===== src/hdl/dual_channel_min_max_moving_average_core_macros.svh =====
// Assertion macros for the dual channel min/max/average core.
// Clock clk_i and active-low reset rst_ni are taken from the enclosing module.
`ifndef DUAL_CHANNEL_MIN_MAX_MOVING_AVERAGE_CORE_MACROS_SVH
`define DUAL_CHANNEL_MIN_MAX_MOVING_AVERAGE_CORE_MACROS_SVH

`ifndef NO_ASSERTIONS

`define DCMM_ASSERT(name, expr) \
  name: assert property (@(posedge clk_i) disable iff (!rst_ni) (expr)) \
    else $error("dcmm assertion failed");

`define DCMM_ASSERT_IMPL(name, ante, cons) \
  name: assert property (@(posedge clk_i) disable iff (!rst_ni) (ante) |-> (cons)) \
    else $error("dcmm assertion failed");

`define DCMM_ASSERT_NEXT(name, ante, cons) \
  name: assert property (@(posedge clk_i) disable iff (!rst_ni) (ante) |=> (cons)) \
    else $error("dcmm assertion failed");

`else

`define DCMM_ASSERT(name, expr)
`define DCMM_ASSERT_IMPL(name, ante, cons)
`define DCMM_ASSERT_NEXT(name, ante, cons)

`endif

`endif


===== src/hdl/dcmm_pkg.sv =====
`timescale 1ns / 1ps

package dcmm_pkg;

  localparam int unsigned WINDOW   = 4;
  localparam int unsigned CHANNELS = 2;

  localparam int unsigned SAMPLE_W = 16;
  localparam int unsigned WIN_L    = $clog2(WINDOW);
  localparam int unsigned SUM_W    = SAMPLE_W + WIN_L;
  localparam int unsigned CNT_W    = $clog2(WINDOW + 1);
  localparam int unsigned HIST_N   = WINDOW - 1;

  // floor division by WINDOW: bias to unsigned, multiply by reciprocal, shift
  localparam longint unsigned AVG_OFS = longint'(WINDOW) << (SAMPLE_W - 1);
  localparam int unsigned     MUL_K   = SUM_W + WIN_L;
  localparam int unsigned     MUL_W   = SUM_W + 2;
  localparam longint unsigned DIV_MUL =
    ((longint'(1) << MUL_K) + longint'(WINDOW) - 1) / longint'(WINDOW);
  localparam int unsigned     PROD_W  = SUM_W + MUL_W;

  localparam logic signed [SAMPLE_W-1:0] SAMPLE_MAX = {1'b0, {(SAMPLE_W-1){1'b1}}};
  localparam logic signed [SAMPLE_W-1:0] SAMPLE_MIN = {1'b1, {(SAMPLE_W-1){1'b0}}};

  typedef struct packed {
    logic signed [SAMPLE_W-1:0] current_sample;
    logic signed [SAMPLE_W-1:0] temp_sample;
  } sample_t;

  typedef struct packed {
    logic signed [SAMPLE_W-1:0] current_min;
    logic signed [SAMPLE_W-1:0] current_max;
    logic signed [SAMPLE_W-1:0] current_avg;
    logic signed [SAMPLE_W-1:0] temp_min;
    logic signed [SAMPLE_W-1:0] temp_max;
    logic signed [SAMPLE_W-1:0] temp_avg;
  } result_t;

endpackage


===== src/hdl/dual_channel_min_max_moving_average_core.sv =====
// A word accepted at the input passes the input register, then the result
// register, on its way to the output.
// Throughput: one word per cycle unless the output stalls; the window sum is
// a running sum, one add and one constant multiply per channel between registers.
// Reset (async, active low): min at most positive, max at most negative,
// history, running sums and sample count cleared; both stages empty.
`timescale 1ns / 1ps
`include "dual_channel_min_max_moving_average_core_macros.svh"

module dual_channel_min_max_moving_average_core (
  input  logic              clk_i,
  input  logic              rst_ni,
  input  logic              in_valid_i,
  output logic              in_ready_o,
  input  dcmm_pkg::sample_t in_word_i,
  output logic              out_valid_o,
  input  logic              out_ready_i,
  output dcmm_pkg::result_t out_word_o
);
  import dcmm_pkg::*;

  logic    s1_valid_q;
  sample_t s1_q;
  logic    out_valid_q;
  result_t out_q;
  logic    adv;
  logic    fire;

  logic [CNT_W-1:0] cnt_q, cnt_d;
  logic             full;

  logic signed [SAMPLE_W-1:0] samp   [CHANNELS];
  logic signed [SAMPLE_W-1:0] min_q  [CHANNELS];
  logic signed [SAMPLE_W-1:0] max_q  [CHANNELS];
  logic signed [SAMPLE_W-1:0] min_d  [CHANNELS];
  logic signed [SAMPLE_W-1:0] max_d  [CHANNELS];
  logic signed [SAMPLE_W-1:0] avg    [CHANNELS];
  logic signed [SAMPLE_W-1:0] hist_q [CHANNELS][HIST_N];
  logic signed [SAMPLE_W-1:0] hist_d [CHANNELS][HIST_N];
  logic signed [SUM_W-1:0]    sum_q  [CHANNELS];
  logic signed [SUM_W-1:0]    sum_d  [CHANNELS];

  assign adv        = !out_valid_q || out_ready_i;
  assign fire       = s1_valid_q && adv;
  assign in_ready_o = !s1_valid_q || adv;

  assign full  = cnt_q >= CNT_W'(WINDOW - 1);
  assign cnt_d = full ? CNT_W'(WINDOW) : cnt_q + CNT_W'(1);

  assign samp[0] = s1_q.current_sample;
  assign samp[1] = s1_q.temp_sample;

  for (genvar c = 0; c < CHANNELS; c++) begin : g_chan
    logic signed [SUM_W-1:0] samp_x;
    logic signed [SUM_W-1:0] old_x;
    logic signed [SUM_W-1:0] sum_all;
    logic [SUM_W-1:0]        biased;
    logic [PROD_W-1:0]       prod;
    logic [SAMPLE_W-1:0]     quo;

    always_comb begin
      samp_x  = {{(SUM_W-SAMPLE_W){samp[c][SAMPLE_W-1]}}, samp[c]};
      old_x   = {{(SUM_W-SAMPLE_W){hist_q[c][0][SAMPLE_W-1]}}, hist_q[c][0]};
      sum_all = sum_q[c] + samp_x;
      biased  = sum_all + AVG_OFS[SUM_W-1:0];
      prod    = PROD_W'(biased) * PROD_W'(DIV_MUL);
      quo     = prod[MUL_K +: SAMPLE_W];
      avg[c]  = full ? {~quo[SAMPLE_W-1], quo[SAMPLE_W-2:0]} : '0;
      sum_d[c] = sum_all - old_x;
      min_d[c] = (samp[c] < min_q[c]) ? samp[c] : min_q[c];
      max_d[c] = (samp[c] > max_q[c]) ? samp[c] : max_q[c];
      for (int i = 0; i < HIST_N - 1; i++) begin
        hist_d[c][i] = hist_q[c][i+1];
      end
      hist_d[c][HIST_N-1] = samp[c];
    end

    always_ff @(posedge clk_i or negedge rst_ni) begin
      if (!rst_ni) begin
        min_q[c] <= SAMPLE_MAX;
        max_q[c] <= SAMPLE_MIN;
        sum_q[c] <= '0;
        for (int i = 0; i < HIST_N; i++) begin
          hist_q[c][i] <= '0;
        end
      end else if (fire) begin
        min_q[c]  <= min_d[c];
        max_q[c]  <= max_d[c];
        sum_q[c]  <= sum_d[c];
        hist_q[c] <= hist_d[c];
      end
    end
  end

  always_ff @(posedge clk_i or negedge rst_ni) begin
    if (!rst_ni) begin
      s1_valid_q  <= 1'b0;
      out_valid_q <= 1'b0;
      cnt_q       <= '0;
    end else begin
      if (in_ready_o) begin
        s1_valid_q <= in_valid_i;
      end
      if (fire) begin
        out_valid_q <= 1'b1;
        cnt_q       <= cnt_d;
      end else if (adv) begin
        out_valid_q <= 1'b0;
      end
    end
  end

  always_ff @(posedge clk_i) begin
    if (in_valid_i && in_ready_o) begin
      s1_q <= in_word_i;
    end
    if (fire) begin
      out_q.current_min <= min_d[0];
      out_q.current_max <= max_d[0];
      out_q.current_avg <= avg[0];
      out_q.temp_min    <= min_d[1];
      out_q.temp_max    <= max_d[1];
      out_q.temp_avg    <= avg[1];
    end
  end

  assign out_valid_o = out_valid_q;
  assign out_word_o  = out_q;

  `DCMM_ASSERT(a_cnt_range, cnt_q <= CNT_W'(WINDOW))
  `DCMM_ASSERT_IMPL(a_min_le_max, cnt_q != '0, min_q[0] <= max_q[0] && min_q[1] <= max_q[1])
  `DCMM_ASSERT_IMPL(a_stall_cause, !in_ready_o, s1_valid_q && out_valid_q && !out_ready_i)
  `DCMM_ASSERT_NEXT(a_warm_avg, fire && !full, out_q.current_avg == '0 && out_q.temp_avg == '0)

endmodule

===== config.mk =====
export PLATFORM = sky130hd
export DESIGN_NAME = dual_channel_min_max_moving_average_core
export DESIGN_NICKNAME = d
export VERILOG_FILES = /design/src/hdl/dcmm_pkg.sv /design/src/hdl/dual_channel_min_max_moving_average_core.sv
export VERILOG_INCLUDE_DIRS = /design/src /design/src/hdl
export SDC_FILE = /design/constraint.sdc
export NUM_CORES = 1
export LEC_CHECK = 0
export ABC_CLOCK_PERIOD_IN_PS = 4000
export BUFFER_PORTS_ARGS = -buffer_cell sky130_fd_sc_hd__buf_2
export CORE_ASPECT_RATIO = 0.8
export CORE_MARGIN = 1
export CORE_UTILIZATION = 24
export CTS_CLUSTER_SIZE = 8
export DETAILED_ROUTE_END_ITERATION = 6
export PLACE_DENSITY = 0.46
export SYNTH_ARGS = -nofsm -noshare
export SYNTH_HDL_FRONTEND = slang
export SYNTH_SLANG_ARGS = --single-unit

===== constraint.sdc =====
create_clock -name clk_i -period 4 [get_ports clk_i]
set_input_delay 0.4 -clock clk_i [delete_from_list [all_inputs] [get_ports clk_i]]
set_output_delay 0.4 -clock clk_i [all_outputs]
set_load 0.1 [all_outputs]

### Word-level counts from Yosys, hierarchy flattened

Index checks and enable logic that the tools add are counted.

* register bits: 329
* input port bits: 36
* logic and storage cells: 51

* reduce and logical (&&, ||, !) cells: 7
* $add $sub $neg: 7
* magnitude comparators: 5
* bitwise gates (word level): 2
* multiplexer cells: 7

Operator list (number)
* 16-bit two-way mux: 4
* 18-bit by 16-bit adder with 18-bit output: 2
* 18-bit adder, second input constant: 2
* 18-bit by 16-bit subtractor with 18-bit output: 2
* 16-bit greater-than comparator: 2
* 16-bit less-than comparator: 2
* 3-bit by 1-bit adder with 3-bit output, second input constant: 1
* 3-bit by 2-bit greater-or-equal comparator with 1-bit output, second input constant: 1
* 3-bit two-way mux: 1
* 1-bit logical AND: 2
* 1-bit zero test: 2
* 1-bit logical OR: 2
* 1-bit two-way mux: 2
* 1-bit inverter: 2
* 2-bit nonzero test: 1

### Longest topological paths before layout

Gate-level depths: netlist of the first run.

* word-level depth: 4
* mapped depth: 20
* depth with buffers taken out: 20

### Worst setup path before layout of the first run

No wires, ideal clock.

* path kind: reg2reg
* start point: register out_valid_q (netlist: out_valid_o)
* end point: register out_q (netlist bit out_word_o[0]), enable pin
* path slack: -902 ps
* cell stages (with the launch flop): 6
* period minus slack after synthesis: 4902 ps
* arrival time: 4404 ps
* cell sequence: dfrtp_1 > nand2b_1 > nand2_1 > clkinv_1 > clkbuf_1 > clkbuf_1

* longest elaborated chain between the ends: 3

Ends and longest elaborated chain
* start: declaration: line dual_channel_min_max_moving_average_core.sv:24 `logic out_valid_q;`
* start signal: assignment: line dual_channel_min_max_moving_average_core.sv:98 `out_valid_q <= 1'b0;`
* start signal: assignment: line dual_channel_min_max_moving_average_core.sv:105 `out_valid_q <= 1'b1;`
* start signal: assignment: line dual_channel_min_max_moving_average_core.sv:108 `out_valid_q <= 1'b0;`
* 1-bit zero test: line dual_channel_min_max_moving_average_core.sv:43 `assign adv = !out_valid_q || out_ready_i;`
* 1-bit logical OR: line dual_channel_min_max_moving_average_core.sv:43
* 1-bit logical AND: line dual_channel_min_max_moving_average_core.sv:44 `assign fire = s1_valid_q && adv;`
* named net fire: line dual_channel_min_max_moving_average_core.sv:27 `logic fire;`
* end: declaration: line dual_channel_min_max_moving_average_core.sv:25 `result_t out_q;`

The timed path passes the listed nets, and every way through them passes these cells.
A chain may end at the register's enable or synchronous reset.

### Worst setup path in the final report of the first run

* start point: register sum_q[1] in the netlist's numbering
* end point: register sum_q[17] in the netlist's numbering

* longest elaborated chain between the ends: 2

Ends and longest elaborated chain
* start: declaration: line dual_channel_min_max_moving_average_core.sv:40 `logic signed [SUM_W-1:0] sum_q [CHANNELS];`
* start signal: indexed assignment: line dual_channel_min_max_moving_average_core.sv:89 `sum_q[c] <= sum_d[c];`
* 18-bit by 16-bit adder with 18-bit output: line dual_channel_min_max_moving_average_core.sv:64 `sum_all = sum_q[c] + samp_x;`
* 18-bit by 16-bit subtractor with 18-bit output: line dual_channel_min_max_moving_average_core.sv:69 `sum_d[c] = sum_all - old_x;`

No other way between the ends.

==> results of run 1 <==
routing by layer:
| layer | part of all wire | vias up | wire (um) | track usage |
|---|---|---|---|---|
| met1 | 0.54 | 5937 | 24900 | 0.2000 |
| met3 | 0.043 | 60 | 1983 | 0.02493 |
| li1 | - | 6170 | - | - |
| met4 | 0.020 | 0 | 919 | 0.03507 |
| met5 | 0 | - | 0 | 0 |
| met2 | 0.40 | 184 | 18690 | 0.1790 |
final timing paths:
| path | from | slack (ps) | to |
|---|---|---|---|
| setup reg to reg | sum_q[1]$_DFFE_PN0P_ | 50 | sum_q[17]$_DFFE_PN0P_ |
| min in group asynchronous | rst_ni | 500 | hist_d[43]$_DFFE_PN0P_ |
| max in group asynchronous | rst_ni | 2510 | min_q[17]$_DFFE_PN1P_ |
| hold / removal | in_word_i[19] | 50 | g_chan[0].samp_x[3]$_DFFE_PP_ |
| setup / recovery | sum_q[1]$_DFFE_PN0P_ | 50 | sum_q[17]$_DFFE_PN0P_ |
| hold reg to reg | hist_d[29]$_DFFE_PN0P_ | 460 | hist_d[45]$_DFFE_PN0P_ |
layout by cell type, fill, tap and decap left out, types with 5 or more instances in the layout:
cell type,count
dlygate4sd3_1,27
nor2_1,43
ha_1,129
nand4_1,11
buf_4,127
clkbuf_1,35
nand3_1,11
clkbuf_16,48
a21o_1,55
a22o_1,14
edfxtp_1,128
a21oi_2,17
inv_1,133
and3_1,5
a21oi_1,43
mux2i_1,5
mux2_1,49
xor2_1,18
mux2_2,9
a31oi_1,5
a211o_1,6
o21ai_1,34
nand2_1,313
o21ai_2,7
xnor2_2,5
o21bai_1,6
nor3_1,12
dfrtp_1,169
mux2_4,20
a222oi_1,12
nand2b_1,14
o21a_1,6
buf_2,132
xnor2_1,35
dfstp_2,32
o21ai_0,91
nor2b_1,37
kinds of logic after synthesis:
family | Yosys count | synth area share
AO/OA/AOI/OAI | 336 | 0.1282
XOR/XNOR | 61 | 0.03274
buffers and inverters | 188 | 0.04301
multiplexers | 83 | 0.05847
AND/OR/NAND/NOR | 470 | 0.1173
flip-flops | 329 | 0.5194
adder cells (fa/ha/maj) | 136 | 0.1009
cells in the mapped netlist (all sizes together), types with 10 or more instances:
| cell type | n |
|---|---|
| dfstp | 32 |
| dfrtp | 169 |
| nand2b | 14 |
| xnor2 | 40 |
| a21o | 55 |
| a222oi | 12 |
| nand2 | 315 |
| inv | 134 |
| o21ai | 132 |
| nand4 | 11 |
| nor3 | 15 |
| mux2 | 78 |
| a22o | 14 |
| nor2 | 46 |
| nor2b | 38 |
| xor2 | 19 |
| clkbuf | 47 |
| ha | 132 |
| a21oi | 61 |
| edfxtp | 128 |
| o21bai | 10 |
| nand3 | 11 |
cell type report:
class,count,share of cell area
Clock buffer,84,0.06184
Clock inverter,3,0.001379
Inverter,135,0.02362
Multi-Input combinational cell,1086,0.3596
Sequential cell,329,0.4094
Tap cell,934,0.05368
Timing Repair Buffer,291,0.09046
per-stage QoR:
step           instance area, um^2  hold WS, ps  setup WS (ps)
3_5_place_dp                 19720        449.0         -324.9
6_report                     21770        45.56          51.79
2_1_floorplan                17180        104.4          17.28
3_3_place_gp                 19720        448.5         -361.0
5_1_grt                      21770        12.72         -197.1
4_1_cts                      21560        1.711          1.124
timing repair:
action,in CTS,in global routing
pin swaps,20,38
hold buffers,26,1
setup endpoints to repair,7,14
buffers inserted,8,9
gates resized for setup,30,31
endpoints found under the hold margin,39,1
registers in the layout, indices dropped and copies added, names as in the netlist, 3 cells and up:
| signal | count |
|---|---|
| out_word_o | 96 |
| max_q | 32 |
| min_q | 32 |
| g_chan.old_x | 32 |
| g_chan.samp_x | 32 |
| sum_q | 36 |
| cnt_q | 3 |
| hist_d | 64 |
worst reg2reg max path: stages, from the launching register on:
cell	delay, ps
dfrtp_1	380
ha_1	290
a21o_1	190
a21oi_2	190
o21bai_2	120
a2111oi_4	460
nor3b_2	110
o311a_1	340
buf_4	150
o21ai_2	120
a21oi_2	80
ha_1	290
a21o_1	190
a21o_1	160
a21oi_2	140
nor2_1	50
nor2_1	90
o31a_1	150
xnor2_1	110
nor2_1	60
xor2_1	160
==> results.json, run 1 <==
{
  "critPathCaptureType": "flip-flop",
  "die_x_um": 301.0,
  "cp_cell_sequence": "ha_1 > a21o_1 > a21oi_2 > o21bai_2 > a2111oi_4 > nor3b_2 > o311a_1 > buf_4 > o21ai_2 > a21oi_2 > ha_1 > a21o_1 > a21o_1 > a21oi_2 > nor2_1 > nor2_1 > o31a_1 > xnor2_1 > nor2_1 > xor2_1",
  "grt_setup_unrepaired": "true",
  "yosys_register_bits": 329,
  "io-pin-count": 134,
  "synth_nets": 1775,
  "antennaDiodeCount": 0,
  "grt_max_degree": 106,
  "synth_edf_count": 128,
  "synthArstFlopShare": 0.6109,
  "drtIter0Drc": 778,
  "grt_pass1_wl_um": 72620,
  "ys_warn_count": 0,
  "dieHeight_um": 241.2,
  "violations": "DRC",
  "synthCells": 1603,
  "seq_area_mm2": 0.008914,
  "critical_path.max_fanout": 2,
  "synth_top_area_frac": 0.2464,
  "synth_top_cells_by_area": "dfrtp_1, edfxtp_1, ha_1",
  "finalHoldViolCount": 0,
  "fin_cells": 2862,
  "finalCritPeriodShare": 0.9871,
  "crit_path_top_delay_cell": "a2111oi_4",
  "gr-total-overflow": 0,
  "multi_input_area_mm2": 0.007829,
  "crit_type": "flip-flop to flip-flop",
  "start_kind": "flip-flop",
  "cts_buffer_depth": 3,
  "hold_depth": 1,
  "cts_tree": "built",
  "fin_skew_ps": 9.959,
  "syn-mean-instance-area_um2": 10.71,
  "ctsHtreeMaxLevel": 2,
  "reg2reg_depth": 20,
  "syn2layout_area_growth_pct": 26.86,
  "place_inst": 2732,
  "grt_util_all_layers": 0.1293,
  "crit_required_ps": 4450,
  "dieArea_mm2": 0.07259,
  "fin_util": 0.3082,
  "core_mm2": 0.07065,
  "drv_slew": 0,
  "first_global_vias": 12460,
  "timing.fmax_mhz": 253.3,
  "min_period_ps": 3948,
  "cp_top_family": "compound AO/OA/AOI/OAI gates",
  "num-fill-cells": 7187,
  "yosys.area.top_type": "dfrtp_1",
  "slew_headroom": 0.2839,
  "drv_cap": 0,
  "clk_latency_ps": 570,
  "firstDrtPassIters": 7,
  "ys.flop_type": "dfrtp_1",
  "numPortBuffers": 133,
  "yosysSeqAreaShare": 0.5194,
  "wl_per_cell_um": 16.25,
  "routed_wl_um": 46500,
  "drive_gt1_frac": 0.2334,
  "setup_viol": 0,
  "cp.depth": 20,
  "root_buffer": "clkbuf_16",
  "cts_inserted_buffers": 47,
  "antenna_found_initial": 3,
  "synthesis.area_mm2": 0.01716,
  "route.detailed.drc": 7,
  "hp-class": "input port to flip-flop",
  "tightest_slew_ps": 1074,
  "path_clk_slew_ps": 50,
  "nets": 2062,
  "worstPathArrival_ps": 4390,
  "initial_core_util": 0.2429,
  "num_rows": 87,
  "slowest_delay_ps": 460,
  "yosysUniqueCellTypes": 65,
  "setup_tns_ps": 0,
  "path_buf_inv": 1,
  "status": "complete, but fails checks",
  "ant_nets": 0,
  "cts.sink_count": 329,
  "gp_congestion": 0.8315,
  "hpwl_um": 32430,
  "vias_per_cell": 4.316,
  "vias": 12350
}
Power of run 1 is left out: the tool's default activity adds up to more than one toggle a clock period on the data nets, which glitch-free logic cannot reach.
==> run 2, diff against run 1 <==
--- a/config.mk
+++ b/config.mk
@@ -12,6 +12,6 @@
 export CORE_MARGIN = 1
-export CORE_UTILIZATION = 24
+export CORE_UTILIZATION = 55
 export CTS_CLUSTER_SIZE = 8
 export DETAILED_ROUTE_END_ITERATION = 6
-export PLACE_DENSITY = 0.46
+export PLACE_DENSITY = 0.83
 export SYNTH_ARGS = -nofsm -noshare
--- a/constraint.sdc
+++ b/constraint.sdc
@@ -3,2 +3,2 @@
 set_output_delay 0.4 -clock clk_i [all_outputs]
-set_load 0.1 [all_outputs]
+set_load 0.02 [all_outputs]
==> results.json, run 2 (synthesized netlist as in run 1, its figures left out) <==
{
  "drive_gt1_frac": 0.2385,
  "hpwl_um": 28050,
  "ant_nets": 0,
  "num-fill-cells": 2108,
  "power_leakage_uw": 0.009908,
  "setup_slack_ps": -179.6,
  "gp_congestion": 0.9001,
  "syn2layout_area_growth_pct": 21.69,
  "slew_headroom": 0.2583,
  "numPortBuffers": 133,
  "setup_tns_ps": -214.0,
  "first_global_vias": 13080,
  "setup_viol": 2,
  "pwr-share-clk": 0.180,
  "internal_power_uw": 12480,
  "vias": 13180,
  "start_kind": "flip-flop",
  "routed_wl_um": 43670,
  "irDropWorstVdd_mv": 0.4949,
  "power.switching_uw": 8306,
  "largest_reg_flops": 96,
  "drtIter0Drc": 1080,
  "critPathCaptureType": "flip-flop",
  "fin_area_mm2": 0.02088,
  "final_cell_mix": "nand2_1, dfrtp_1, inv_1, buf_2, edfxtp_1",
  "hp-class": "input port to flip-flop",
  "antennaDiodeCount": 0,
  "crit_required_ps": 4470,
  "tightest_slew_ps": 1112,
  "drv_slew": 0,
  "switching_share": 0.3995,
  "cts_buffer_depth": 3,
  "nets": 2025,
  "wl_per_cell_um": 18.95,
  "vias_per_cell": 5.721,
  "root_buffer": "clkbuf_16",
  "min_period_ps": 4180,
  "timing.fmax_mhz": 239.3,
  "layout_commonest_cell": "nand2_1",
  "fin_skew_ps": 19.68,
  "status": "complete, but fails checks",
  "cts_tree": "built",
  "violations": "setup timing",
  "grt_max_degree": 97,
  "placed_area_mm2": 0.01888,
  "core_mm2": 0.03052,
  "initial_core_util": 0.5622,
  "finalHoldViolCount": 0,
  "whs_ps": 17.17,
  "p_total_uw": 20790,
  "num_rows": 57,
  "firstDrtPassIters": 6,
  "dieHeight_um": 160.0,
  "preCtsSetupSlack_ps": -311.2,
  "drv_cap": 0,
  "seq_area_mm2": 0.008914,
  "crit_type": "flip-flop to flip-flop",
  "die_x_um": 199.5,
  "critical_path.max_fanout": 3,
  "grt_util_all_layers": 0.2708,
  "route.detailed.drc": 0,
  "grt_setup_unrepaired": "true",
  "ctsHtreeMaxLevel": 2,
  "clk_latency_ps": 560,
  "antenna_found_initial": 0,
  "gr-total-overflow": 0,
  "multi_input_area_mm2": 0.007911,
  "finalCritPeriodShare": 1.045,
  "cts_inserted_buffers": 47,
  "p_per_area_mw_per_mm2": 995.6,
  "dieArea_mm2": 0.03192,
  "pwr-share-comb": 0.547,
  "cts.sink_count": 329,
  "path_clk_slew_ps": 50,
  "io-pin-count": 134,
  "grt_pass1_wl_um": 67740,
  "seq_power_share": 0.273,
  "worstPathArrival_ps": 4650
}
## run 2: final timing paths
kind                                                   end  cells after the start                           from  slack (ps)
setup / recovery                     sum_q[35]$_DFFE_PN0P_                     22  g_chan[0].samp_x[0]$_DFFE_PP_        -180
hold / removal              g_chan[0].samp_x[13]$_DFFE_PP_                      1                  in_word_i[29]          20
setup reg to reg                     sum_q[35]$_DFFE_PN0P_                     22  g_chan[0].samp_x[0]$_DFFE_PP_        -180
hold reg to reg                     hist_d[46]$_DFFE_PN0P_                      2         hist_d[30]$_DFFE_PN0P_         460
max in group asynchronous  g_chan[0].old_x[12]$_DFFE_PN0P_                      3                         rst_ni        2390
min in group asynchronous            max_q[10]$_DFFE_PN0P_                      2                         rst_ni         450
## run 2: cell type report
cell class | instances | share of cell area
well taps | 413 | 0.02474
flip-flops and latches | 329 | 0.4268
clock inverters | 3 | 0.002696
repair buffers | 254 | 0.07783
inverters | 135 | 0.02462
clock buffers | 84 | 0.06447
multi-input cells | 1086 | 0.3788
## run 2: what timing repair did
action,CTS,global route
setup endpoints to repair,11,13
hold buffers,1,0
hold endpoints to repair,66,0
buffers inserted,14,14
pin swaps,29,35
gates resized for setup,35,45
## run 2: stage by stage
step / std cells / util
2_1_floorplan: 1603 / -
3_3_place_gp: 2188 / 0.6186
3_5_place_dp: 2188 / 0.6186
4_1_cts: 2290 / 0.6734
5_1_grt: 2304 / 0.6842
6_report: 2304 / 0.6842
## run 2: layer usage
| metal | global-route usage | up-vias | part of all wire | wire, um |
|---|---|---|---|---|
| met5 | 0 | - | 0 | 0 |
| met4 | 0.09056 | 0 | 0.028 | 1236 |
| met3 | 0.05956 | 105 | 0.081 | 3553 |
| met2 | 0.3999 | 553 | 0.44 | 19180 |
| met1 | 0.3953 | 6436 | 0.45 | 19700 |
| li1 | - | 6088 | - | - |
## run 2: power by group through the flow
stage                     combinational, uW  clock (uW)  sequential, uW
final                                 11400        3740            5680
after global routing                  12400        3950            5780
after CTS                             10600        3790            5660
after detailed placement              10000           0            5680
after global placement                 9690           0            5620
after floorplan                        6690           0            6050
## run 2: worst max-delay path, cell delays in order (launching register included)
cell	delay, ps
edfxtp_1	410
ha_4	160
inv_2	40
fa_2	380
nor2b_4	170
o21ai_4	80
a21oi_2	180
o21a_1	170
buf_6	110
buf_6	80
o211ai_1	140
a31oi_2	260
buf_4	180
nor2_4	40
ha_4	250
a21oi_2	160
nor2b_1	90
o21ai_1	200
o21ai_2	100
o41ai_2	330
xnor3_1	280
nor2_2	130
xor2_1	150
(Power assumes the default switching activity.)
